$ cat config.mk
export PLATFORM = sky130hd
export DESIGN_NAME = three_phase_section_reconstruct_core
export DESIGN_NICKNAME = d
export VERILOG_FILES = /design/src/hw/rtl/tpsr_pkg.sv /design/src/hw/rtl/tpsr_front.sv /design/src/hw/rtl/tpsr_cell.sv /design/src/hw/rtl/tpsr_out.sv /design/src/hw/rtl/three_phase_section_reconstruct_core.sv
export SDC_FILE = /design/constraint.sdc
export NUM_CORES = 2
export LEC_CHECK = 0
export ABC_AREA = 1
export BUFFER_PORTS_ARGS = -buffer_cell sky130_fd_sc_hd__buf_2
export CELL_PAD_IN_SITES_DETAIL_PLACEMENT = 1
export CELL_PAD_IN_SITES_GLOBAL_PLACEMENT = 1
export CORE_ASPECT_RATIO = 0.7
export CORE_MARGIN = 2
export CORE_UTILIZATION = 50
export CTS_CLUSTER_DIAMETER = 40
export CTS_CLUSTER_SIZE = 14
export DETAILED_ROUTE_END_ITERATION = 10
export PLACE_DENSITY_LB_ADDON = 0.1
export SYNTH_ARGS = -nofsm -noshare
export SYNTH_HDL_FRONTEND = slang
export SYNTH_SLANG_ARGS = --single-unit
$ cat constraint.sdc
create_clock -name i_clk -period 68 [get_ports i_clk]
set_input_delay 3.4 -clock i_clk [delete_from_list [all_inputs] [get_ports i_clk]]
set_output_delay 3.4 -clock i_clk [all_outputs]
set_load 0.01 [all_outputs]
$ cat src/hw/rtl/tpsr_pkg.sv
`timescale 1ns / 1ps

package tpsr_pkg;

    localparam int PIXEL_BITS = 8;
    localparam int FRAC_BITS  = 8;

    // s = 2b - a - c as a signed difference, and |s|, |t| as magnitudes
    localparam int DIFF_W = PIXEL_BITS + 2;
    localparam int MAG_W  = PIXEL_BITS + 1;
    localparam int SQ_W   = 2 * MAG_W;
    localparam int SUM_W  = SQ_W + 1;
    // radicand padded to a whole number of bit pairs
    localparam int RAD_W  = SUM_W + (SUM_W % 2);
    localparam int ROOT_W = RAD_W / 2 + FRAC_BITS;
    localparam int REM_W  = ROOT_W + 3;
    localparam int NUM_CELLS = ROOT_W;
    localparam int NUM_SETS  = 2;

    // integer part of the halved root
    localparam int VALUE_W = ROOT_W - FRAC_BITS - 1;

    localparam int SETS_W = 2;
    localparam logic [SETS_W-1:0] PHASE_SETS_ONE = 2'd1;
    localparam logic [SETS_W-1:0] PHASE_SETS_TWO = 2'd2;

    localparam logic [PIXEL_BITS-1:0] SECTION_MAX = {PIXEL_BITS{1'b1}};

    localparam int IN_DATA_W  = 6 * PIXEL_BITS;
    localparam int OUT_DATA_W = PIXEL_BITS;

    typedef struct packed {
        logic [REM_W-1:0]  rem;
        logic [ROOT_W-1:0] root;
        logic [RAD_W-1:0]  rad;
    } t_root_lane;

    typedef struct packed {
        logic                      valid;
        logic                      two_sets;
        t_root_lane [NUM_SETS-1:0] lane;
    } t_cell_beat;

endpackage

$ cat src/hw/rtl/tpsr_front.sv
`timescale 1ns / 1ps

module tpsr_front
    import tpsr_pkg::*;
(
    input  logic                  i_clk,
    input  logic                  i_rst_n,
    input  logic                  i_en,
    input  logic                  i_take,
    input  logic                  i_two_sets,
    input  logic [IN_DATA_W-1:0]  i_pixels,
    output t_cell_beat            o_beat
);

    logic [PIXEL_BITS-1:0] w_a [NUM_SETS];
    logic [PIXEL_BITS-1:0] w_b [NUM_SETS];
    logic [PIXEL_BITS-1:0] w_c [NUM_SETS];
    logic signed [DIFF_W-1:0] w_s [NUM_SETS];
    logic signed [DIFF_W-1:0] w_t [NUM_SETS];

    logic [MAG_W-1:0] n_sm [NUM_SETS];
    logic [MAG_W-1:0] n_tm [NUM_SETS];
    logic [MAG_W-1:0] r_sm [NUM_SETS];
    logic [MAG_W-1:0] r_tm [NUM_SETS];
    logic [SQ_W-1:0]  r_ss [NUM_SETS];
    logic [SQ_W-1:0]  r_ts [NUM_SETS];
    logic [SUM_W-1:0] r_sum [NUM_SETS];

    logic [2:0] r_valid;
    logic [2:0] r_two;

    always_comb begin
        for (int k = 0; k < NUM_SETS; k++) begin
            w_a[k] = i_pixels[(3*k)*PIXEL_BITS +: PIXEL_BITS];
            w_b[k] = i_pixels[(3*k+1)*PIXEL_BITS +: PIXEL_BITS];
            w_c[k] = i_pixels[(3*k+2)*PIXEL_BITS +: PIXEL_BITS];
            w_s[k] = $signed({1'b0, w_b[k], 1'b0}) - $signed({2'b00, w_a[k]})
                   - $signed({2'b00, w_c[k]});
            w_t[k] = $signed({2'b00, w_c[k]}) - $signed({2'b00, w_a[k]});
            n_sm[k] = w_s[k][DIFF_W-1] ? MAG_W'(-w_s[k]) : MAG_W'(w_s[k]);
            n_tm[k] = w_t[k][DIFF_W-1] ? MAG_W'(-w_t[k]) : MAG_W'(w_t[k]);
        end
    end

    always_ff @(posedge i_clk) begin
        if (!i_rst_n) begin
            r_valid <= '0;
        end else if (i_en) begin
            r_valid <= {r_valid[1:0], i_take};
        end
    end

    // magnitudes, then squares, then the sum of squares
    always_ff @(posedge i_clk) begin
        if (i_en) begin
            r_two <= {r_two[1:0], i_two_sets};
            for (int k = 0; k < NUM_SETS; k++) begin
                r_sm[k]  <= n_sm[k];
                r_tm[k]  <= n_tm[k];
                r_ss[k]  <= r_sm[k] * r_sm[k];
                r_ts[k]  <= r_tm[k] * r_tm[k];
                r_sum[k] <= SUM_W'(r_ss[k]) + SUM_W'(r_ts[k]);
            end
        end
    end

    always_comb begin
        o_beat.valid    = r_valid[2];
        o_beat.two_sets = r_two[2];
        for (int k = 0; k < NUM_SETS; k++) begin
            o_beat.lane[k].rem  = '0;
            o_beat.lane[k].root = '0;
            o_beat.lane[k].rad  = RAD_W'(r_sum[k]);
        end
    end

endmodule

$ cat src/hw/rtl/tpsr_cell.sv
`timescale 1ns / 1ps

module tpsr_cell
    import tpsr_pkg::*;
(
    input  logic       i_clk,
    input  logic       i_rst_n,
    input  logic       i_en,
    input  t_cell_beat i_beat,
    output t_cell_beat o_beat
);

    t_cell_beat n_beat;
    t_cell_beat r_beat;

    logic [REM_W-1:0] w_rem_sh [NUM_SETS];
    logic [REM_W-1:0] w_trial  [NUM_SETS];
    logic             w_ge     [NUM_SETS];

    // one result bit per set: bring down the next radicand pair and try it
    always_comb begin
        n_beat.valid    = i_beat.valid;
        n_beat.two_sets = i_beat.two_sets;
        for (int k = 0; k < NUM_SETS; k++) begin
            w_rem_sh[k] = {i_beat.lane[k].rem[REM_W-3:0],
                           i_beat.lane[k].rad[RAD_W-1 -: 2]};
            w_trial[k]  = REM_W'({i_beat.lane[k].root, 2'b01});
            w_ge[k]     = (w_rem_sh[k] >= w_trial[k]);
            n_beat.lane[k].rem  = w_ge[k] ? (w_rem_sh[k] - w_trial[k]) : w_rem_sh[k];
            n_beat.lane[k].root = {i_beat.lane[k].root[ROOT_W-2:0], w_ge[k]};
            n_beat.lane[k].rad  = {i_beat.lane[k].rad[RAD_W-3:0], 2'b00};
        end
    end

    always_ff @(posedge i_clk) begin
        if (!i_rst_n) begin
            r_beat.valid <= 1'b0;
        end else if (i_en) begin
            r_beat <= n_beat;
        end
    end

    assign o_beat = r_beat;

endmodule

$ cat src/hw/rtl/tpsr_out.sv
`timescale 1ns / 1ps

module tpsr_out
    import tpsr_pkg::*;
(
    input  logic                  i_clk,
    input  logic                  i_rst_n,
    input  t_cell_beat            i_beat,
    input  logic                  i_m_tready,
    output logic                  o_m_tvalid,
    output logic [OUT_DATA_W-1:0] o_m_tdata,
    output logic [0:0]            o_m_tuser,
    output logic                  o_stall
);

    logic [ROOT_W:0]       w_pair;
    logic [VALUE_W-1:0]    w_value;
    logic                  w_clip;
    logic [PIXEL_BITS-1:0] w_pixel;
    logic                  w_take;

    logic                  r_out_v;
    logic [PIXEL_BITS-1:0] r_out_pix;
    logic                  r_out_clip;
    logic                  r_skid_v;
    logic [PIXEL_BITS-1:0] r_skid_pix;
    logic                  r_skid_clip;

    // halve each root, and halve again for the mean of two sets
    always_comb begin
        w_pair = {1'b0, i_beat.lane[0].root} + {1'b0, i_beat.lane[1].root};
        if (i_beat.two_sets) begin
            w_value = w_pair[ROOT_W -: VALUE_W];
        end else begin
            w_value = i_beat.lane[0].root[ROOT_W-1 -: VALUE_W];
        end
        w_clip  = (w_value > VALUE_W'(SECTION_MAX));
        w_pixel = w_clip ? SECTION_MAX : w_value[PIXEL_BITS-1:0];
    end

    assign w_take = i_beat.valid && !r_skid_v;

    always_ff @(posedge i_clk) begin
        if (!i_rst_n) begin
            r_out_v  <= 1'b0;
            r_skid_v <= 1'b0;
        end else if (!r_out_v || i_m_tready) begin
            r_out_v  <= r_skid_v || w_take;
            r_skid_v <= 1'b0;
        end else if (w_take) begin
            r_skid_v <= 1'b1;
        end
    end

    always_ff @(posedge i_clk) begin
        if (!r_out_v || i_m_tready) begin
            if (r_skid_v) begin
                r_out_pix  <= r_skid_pix;
                r_out_clip <= r_skid_clip;
            end else begin
                r_out_pix  <= w_pixel;
                r_out_clip <= w_clip;
            end
        end else if (w_take) begin
            // output held: park the beat in the skid stage
            r_skid_pix  <= w_pixel;
            r_skid_clip <= w_clip;
        end
    end

    assign o_m_tvalid   = r_out_v;
    assign o_m_tdata    = r_out_pix;
    assign o_m_tuser[0] = r_out_clip;
    assign o_stall      = r_skid_v;

endmodule

$ cat src/hw/rtl/three_phase_section_reconstruct_core.sv
// Pipeline: an input beat, once taken, passes three front stages, one cell per
//   root bit and one output register.
// Throughput: one pixel per cycle; the chain of square-root cells advances
//   as a whole and pauses only while the skid stage is full.
// Reset (i_rst_n low, synchronous): pipeline emptied, phase_sets set to one.
`timescale 1ns / 1ps

module three_phase_section_reconstruct_core
    import tpsr_pkg::*;
(
    input  logic                  i_clk,
    input  logic                  i_rst_n,
    input  logic                  i_cfg_valid,
    output logic                  o_cfg_ready,
    input  logic [SETS_W-1:0]     i_cfg_data,
    input  logic                  i_s_tvalid,
    output logic                  o_s_tready,
    // first_phase_a, first_phase_b, first_phase_c,
    // second_phase_a, second_phase_b, second_phase_c
    input  logic [IN_DATA_W-1:0]  i_s_tdata,
    output logic                  o_m_tvalid,
    input  logic                  i_m_tready,
    // section_pixel
    output logic [OUT_DATA_W-1:0] o_m_tdata,
    // clipped
    output logic [0:0]            o_m_tuser
);

    logic [SETS_W-1:0] r_phase_sets;
    logic              w_en;
    logic              w_stall;
    logic              w_take;
    t_cell_beat        w_chain [NUM_CELLS+1];

    always_ff @(posedge i_clk) begin
        if (!i_rst_n) begin
            r_phase_sets <= PHASE_SETS_ONE;
        end else if (i_cfg_valid) begin
            r_phase_sets <= i_cfg_data;
        end
    end

    assign o_cfg_ready = 1'b1;
    assign w_en        = !w_stall;
    assign o_s_tready  = w_en;
    assign w_take      = i_s_tvalid && w_en;

    tpsr_front u_front (
        .i_clk      (i_clk),
        .i_rst_n    (i_rst_n),
        .i_en       (w_en),
        .i_take     (w_take),
        .i_two_sets (r_phase_sets == PHASE_SETS_TWO),
        .i_pixels   (i_s_tdata),
        .o_beat     (w_chain[0])
    );

    for (genvar g = 0; g < NUM_CELLS; g++) begin : g_cell
        tpsr_cell u_cell (
            .i_clk   (i_clk),
            .i_rst_n (i_rst_n),
            .i_en    (w_en),
            .i_beat  (w_chain[g]),
            .o_beat  (w_chain[g+1])
        );
    end

    tpsr_out u_out (
        .i_clk      (i_clk),
        .i_rst_n    (i_rst_n),
        .i_beat     (w_chain[NUM_CELLS]),
        .i_m_tready (i_m_tready),
        .o_m_tvalid (o_m_tvalid),
        .o_m_tdata  (o_m_tdata),
        .o_m_tuser  (o_m_tuser),
        .o_stall    (w_stall)
    );

    a_skid_behind_out: assert property (@(posedge i_clk) disable iff (!i_rst_n)
        w_stall |-> o_m_tvalid)
        else $error("skid stage full with no beat on the output");

    a_clip_saturates: assert property (@(posedge i_clk) disable iff (!i_rst_n)
        (o_m_tvalid && o_m_tuser[0]) |-> (o_m_tdata == SECTION_MAX))
        else $error("clipped beat not saturated");

    a_reset_empties: assert property (@(posedge i_clk)
        !i_rst_n |=> (!o_m_tvalid && !w_stall && !w_chain[NUM_CELLS].valid))
        else $error("pipeline not empty after reset");

endmodule

# [Word level (Yosys, flattened, before mapping)]
# Memories as Yosys holds them, arrays and structs flattened.
# Cells that the tools add are included.
[word_totals] reg_bits=1198 mem_bits_rw=146 input_bits=55 out_inout_bits=12 wordCells=298 mem_count=5
[memory_table] memory="u_front.r_sum" depth=2 word_bits=19 read_ports=2 rd_clocked_by_memory_dff=0 wr=2 line_no="tpsr_front.sv:27" source="logic [SUM_W-1:0] r_sum [NUM_SETS];"
[memory_table] memory="u_front.r_ss" depth=2 word_bits=18 read_ports=2 rd_clocked_by_memory_dff=0 wr=2 line_no="tpsr_front.sv:25" source="logic [SQ_W-1:0] r_ss [NUM_SETS];"
[memory_table] memory="u_front.r_ts" depth=2 word_bits=18 read_ports=2 rd_clocked_by_memory_dff=0 wr=2 line_no="tpsr_front.sv:26" source="logic [SQ_W-1:0] r_ts [NUM_SETS];"
[memory_table] memory="u_front.r_sm" depth=2 word_bits=9 read_ports=2 rd_clocked_by_memory_dff=0 wr=2 line_no="tpsr_front.sv:23" source="logic [MAG_W-1:0] r_sm [NUM_SETS];"
[memory_table] memory="u_front.r_tm" depth=2 word_bits=9 read_ports=2 rd_clocked_by_memory_dff=0 wr=2 line_no="tpsr_front.sv:24" source="logic [MAG_W-1:0] r_tm [NUM_SETS];"
[classes] add_sub_neg=47 mul=4 n_lt_le_gt_ge=37 n_eq_ne=1 muxes=43 bitwise=3 reduce_logical=9
[ops] cell="$mux W19" count=32
[ops] cell="$mul A9 B9 Y18" count=4
[ops] cell="$add A18 B18 Y19" count=3
[ops] cell="$mux W9" count=5
[ops] cell="$ge A21 B10 Y1" count=2
[ops] cell="$ge A21 B11 Y1" count=2
[ops] cell="$ge A21 B12 Y1" count=2
[ops] cell="$ge A21 B13 Y1" count=2
[ops] cell="$ge A21 B14 Y1" count=2
[ops] cell="$ge A21 B15 Y1" count=2
[ops] cell="$ge A21 B16 Y1" count=2
[ops] cell="$ge A21 B17 Y1" count=2
[ops] cell="$ge A21 B18 Y1" count=2
[ops] cell="$ge A21 B19 Y1" count=2
[ops] cell="$ge A21 B3 Y1" count=2
[ops] cell="$ge A21 B4 Y1" count=2
[ops] cell="$ge A21 B5 Y1" count=2
[ops] cell="$ge A21 B6 Y1" count=2
[ops] cell="$ge A21 B7 Y1" count=2
[ops] cell="$ge A21 B8 Y1" count=2
[ops] cell="$ge A21 B9 Y1" count=2
[ops] cell="$sub A19 B10 Y19" count=2
[ops] cell="$sub A19 B11 Y19" count=2
[ops] cell="$sub A19 B12 Y19" count=2
[ops] cell="29 further kinds" count=60

# [Longest topological paths before layout]
[depth] ltp_word=5 ltp_mapped=20 mapped_depth_nobuf=18

# [Hierarchy]
# Synthesis repeated with hierarchy kept, for this count alone.
[hier_totals] hier_cells=17646 area_unflattened_um2=145787.3
[by_module_without_submodules] module="tpsr_cell (g_cell[0].u_cell ...)" instances=10 cells_each=839 area_each_um2=6956.7 seq_area_each_um2=3473.3
[by_module_without_submodules] module="tpsr_cell (g_cell[3].u_cell ...)" instances=7 cells_each=841 area_each_um2=7011.7 seq_area_each_um2=3473.3
[by_module_without_submodules] module="tpsr_front" instances=1 cells_each=2219 area_each_um2=18188.7 seq_area_each_um2=4414.2
[by_module_without_submodules] module="tpsr_cell (g_cell[10].u_cell)" instances=1 cells_each=844 area_each_um2=6932.9 seq_area_each_um2=3473.3
[by_module_without_submodules] module="tpsr_out" instances=1 cells_each=288 area_each_um2=1911.8 seq_area_each_um2=580.6
[by_module_without_submodules] module="three_phase_section_reconstruct_core" instances=1 cells_each=18 area_each_um2=105.1 seq_area_each_um2=40.0

# [Least setup slack after synthesis]
# No wires, ideal clock.
[synth_path] path_type="input port to flip-flop" startpoint="input port i_rst_n" endpoint="register g_cell[0].u_cell.r_beat (netlist bit g_cell[0].u_cell.o_beat[10]) (enable)" setup_ns=2.662 arrival_ns=50.164 required_time_ns=65.338 path_slack_ns=15.174 stages=2 path_buffers=0 path_cell_list="inv_1 > nor2_1"
[synth_via] elab_chain_cells=1
[synth_rtl] item="start, declared" line_no="three_phase_section_reconstruct_core.sv:12" source="input logic i_rst_n,"
[synth_rtl] item="$reduce_and A2 Y1 (no line)"
[synth_rtl] item="end signal, assigned" line_no="tpsr_cell.sv:39" source="r_beat <= n_beat;"
[synth_rtl] item="end, declared" line_no="tpsr_cell.sv:14" source="t_cell_beat r_beat;"
# No other way between the ends.
# A chain may end at the register's enable or synchronous reset.

# [Worst setup path in the final report]
[layout_path] startpoint="input port i_rst_n" endpoint="register g_cell[6].u_cell.r_beat (netlist bit g_cell[6].u_cell.o_beat[114]) (enable)"
[layout_via] elab_chain_cells=1
[layout_rtl] item="$reduce_and A2 Y1 (no line)"
[layout_rtl] item="end signal, assigned" line_no="tpsr_cell.sv:39"
[layout_rtl] item="end, declared" line_no="tpsr_cell.sv:14"
# No other way between the ends.

==> reports/results.env <==
NFILLCELLS=18200
START_UTIL=0.504
PLACE.GP.CONGESTION=0.899
CTS_POST_SETUP_BUFFERS_INSERTED=0
CLOCKROOTBUFFER='sky130_fd_sc_hd__clkbuf_16'
REMAINING_DRC_ERRORS=0
CRIT_CHAIN='buf_2 -> inv_1 -> nor2_4 -> buf_4 -> buf_4 -> buf_4 -> buf_4 -> buf_4'
CTS_BUFFERS=166
AREA_GROWTH_SYN_TO_LAYOUT_PCT=10.3
AREA_OF_ALL_PLACED_CELLS_WITHOUT_FILLERS_MM2=0.0895
CLK_PIN_SLEW_NS=0.06
CRITICAL_PATH_REQUIRED_NS=68.43
CTS_HOLD_BUFFERS=0
STARTPOINT='i_rst_n'
FINAL.HOLD.WORST_SLACK_NS=0.389
ENDPOINT='g_cell[6].u_cell.o_beat[114]'
LEAKAGEPOWER_nW=40.6
FINISH.NET_COUNT=9675
GRT_SETUP_UNREPAIRED='false'
DRT-VIAS-PER-INSTANCE=5.39
SKEW_NS=0.0308
LAYOUT_MIN_CYCLE_TIME_NS=7.71
MAPPEDNETLISTAREA_MM2=0.0811
FIN_CRIT_SH=0.113
LAYOUT.CELLS.MOST_COMMON='sky130_fd_sc_hd__nand2_1'
CTS-RESIZED-GATES=0
FIRST_ITER_VIOLATIONS=3933
COREAREA_MM2=0.161
CRITICAL_PATH_CELL_COUNT=8
LAYOUT_COMMON_CELLS='1842 x sky130_fd_sc_hd__nand2_1, 1443 x sky130_fd_sc_hd__inv_1, 1281 x sky130_fd_sc_hd__edfxtp_1'
PIN_COUNT=67
FIN_TOTAL_PWR_mW=3.96
MAX-SLEW-MARGIN-REL=0.122
SYNTH_WARNINGS=0
CRITPATHMOSTFREQUENTCELL='sky130_fd_sc_hd__buf_4'
POSTROUTEWIRELENGTH_UM=206000
TRITONCTS='yes'
WORSTREGTOREGCELLS=15
WORST_HOLD_PATH_TYPE='flip-flop to flip-flop'
POST_ROUTE_CELLS_DRIVE_ABOVE_1_SHARE=0.0625
DIEWIDTH_UM=485
SYNTH_FLOP_CELL='sky130_fd_sc_hd__edfxtp_1'
ROUTED-VIA-COUNT=60000
MAX_SLEW.WORST_PIN.SLEW_NS=1.31
CRITPATHBUFINV=7
DRTPASS1ITERATIONS=5
WORSTSKEWPAIRLATENCY_NS=0.80
YS_TOP_CELLS_BY_AREA='sky130_fd_sc_hd__edfxtp_1 47%, sky130_fd_sc_hd__ha_1 9.1%, sky130_fd_sc_hd__nand2_1 8.5%'
MIN_FROM='u_front.r_sum[0][34]'
ENDPOINT_KIND='flip-flop'
DATA_ARRIVAL_TIME_OF_THE_WORST_PATH_NS=8.14
SYN_AREA_PER_CELL_UM2=9.30
SYNTHESIS.INSTANCES=8728
WORST_SETUP_PATH_START_KIND='input pin'
DETAILED_PLACE_HPWL_UM=158000
GRT_FIRST_PASS_WIRELENGTH_UM=332000
GLOBAL_ROUTE.OVERFLOW_TOTAL=0
REG_TO_REG_CRITICAL_PATH_ENDPOINT='u_front.r_ts[0][14]'
TIMING.SETUP.TNS_NS=0
PLACED_AREA_MM2=0.0836
PIN_COUNT_OF_THE_BIGGEST_NET_ENTERING_GLOBAL_ROUTING=181
FMAXACHIEVABLE_MHz=130
TIMING.SETUP.CRITICAL_PATH_CLASS='input pin to flip-flop'
YS_FF_LATCH=1306
PLACEMENTROWS=123
FLOORPLAN.DIE_AREA_MM2=0.166
HTREE_NUM_LEVELS=4
SYNTH_LARGEST_TYPE_AREA_FRACTION=0.474
WL_PER_CELL_UM=18.5
SYNTH_ASYNC_SR_FLOP_SHARE=0
NETLIST.TOP_CELL.BY_AREA='sky130_fd_sc_hd__edfxtp_1'
INITIAL_ANTENNA_VIOLATION_COUNT=3
SYNTH-EDFF-COUNT=1281
ANTENNA_VIOLATING_NETS_POST_ROUTE=0
NUMBER_OF_GLOBAL_ROUTE_VIAS_BEFORE_REPAIR=62300
SLEW_VIOL_FINAL=0
POWER.IR.VDD_WORST_mV=0.0722
CRIT_PATH_MAX_INCR_DELAY_NS=0.86
SEQ_AREA_FRAC_SYNTH=0.480
CELLPOWERDENSITY_mW_PER_MM2=44.2
ORIGIN_OF_THE_CRITICAL_FLOP_TO_FLOP_PATH='u_front.r_sm[0][0]'
MAXCAPVIOLATIONS=0
STATUS='finished, final reports clean'
WORST_PATH_DOMINANT_CELL_FAMILY='buffers and inverters'
CTS_SINKS=1306
GROUTE.USAGE.OVERALL=0.247
PORT-BUFFER-COUNT=65
DIE_H_UM=341
REGTOREGSETUPSLACK_NS=62.75
CRITICAL-PATH-SLOWEST-CELL='sky130_fd_sc_hd__buf_4'
SYNTH.LIB_CELLS_USED.DISTINCT=68
PATH_MAX_FANOUT=77
FINAL-HOLD-VIOLATION-COUNT=0
FINALSETUPVIOLATIONS=0
CLOCK_TREE.BUFFER_DEPTH=3
-- layout make-up --
type / instances / area [µm²] / share of cell area
diodes: 1 / 2.50 / 0.0000280
clock buffers: 174 / 4180 / 0.0468
clock inverters: 133 / 1690 / 0.0189
inverters: 1461 / 5500 / 0.0615
multi-input cells: 5846 / 36000 / 0.402
flip-flops and latches: 1306 / 39000 / 0.435
well taps: 2125 / 2660 / 0.0297
repair buffers: 86 / 495 / 0.00554
-- power breakdown --
part,total [mW],internal [mW],switching (mW)
registers,1.23,1.12,0.101
clock network,0.926,0.538,0.389
logic,1.81,0.669,1.14
total,3.96,2.33,1.63
-- state kept, by name (all words and copies together) (netlist names), 2 cells and up --
register,cells
u_front.r_valid,3
u_front.r_sum,38
u_front.r_tm,17
g_cell.u_cell.o_beat,1138
r_phase_sets,2
u_front.r_sm,18
u_out.r_skid_pix,8
u_front.r_ts,34
u_front.r_ss,33
u_front.r_two,3
u_out.o_m_tdata,8
-- worst min-delay path by stage --
stage | to | cells past startpoint | slack, ns
floorplan | g_cell[0].u_cell.o_beat[10] | 0 | 0.40
detailed placement | g_cell[1].u_cell.o_beat[63] | 0 | 0.41
global placement | g_cell[2].u_cell.o_beat[73] | 0 | 0.40
finish | g_cell[0].u_cell.o_beat[76] | 0 | 0.39
global route | g_cell[0].u_cell.o_beat[76] | 0 | 0.41
CTS | g_cell[0].u_cell.o_beat[76] | 0 | 0.40
-- Yosys cell counts (all sizes together) (65+ instances only) --
| cell type | number |
|---|---|
| nand2 | 1854 |
| inv | 1461 |
| edfxtp | 1281 |
| nor2 | 741 |
| ha | 591 |
| a21oi | 564 |
| o21ai | 466 |
| nand3 | 433 |
| xor2 | 254 |
| xnor2 | 191 |
| fa | 162 |
| nor3 | 107 |
| nand4 | 100 |
| or2 | 65 |
-- per-layer routing --
metal | global-route usage | vias to the layer above | share of wire
li1 | - | 29400 | -
met1 | 0.376 | 29300 | 0.50
met2 | 0.374 | 1097 | 0.43
met3 | 0.0420 | 220 | 0.051
met4 | 0.0417 | 2 | 0.013
met5 | 0 | - | 0.000063
-- stage by stage --
stage          setup slack, ns  instances  utilization
2_1_floorplan            15.17       8729            -
3_3_place_gp             59.61      10800        0.519
3_5_place_dp             59.39      10800        0.519
4_1_cts                  60.26      11100        0.556
5_1_grt                  59.83      11100        0.556
6_report                 60.29      11100        0.556
-- kinds of logic after synthesis --
logic type / after synthesis / synth area share
xor+xnor: 445 / 0.0480
simple gates: 3409 / 0.179
flops: 1306 / 0.480
compound gates: 1236 / 0.0849
other cells: 2 / 0.0000926
fa+ha+maj: 753 / 0.131
buf+inv: 1577 / 0.0762
Power figures use the tool's default switching activity.
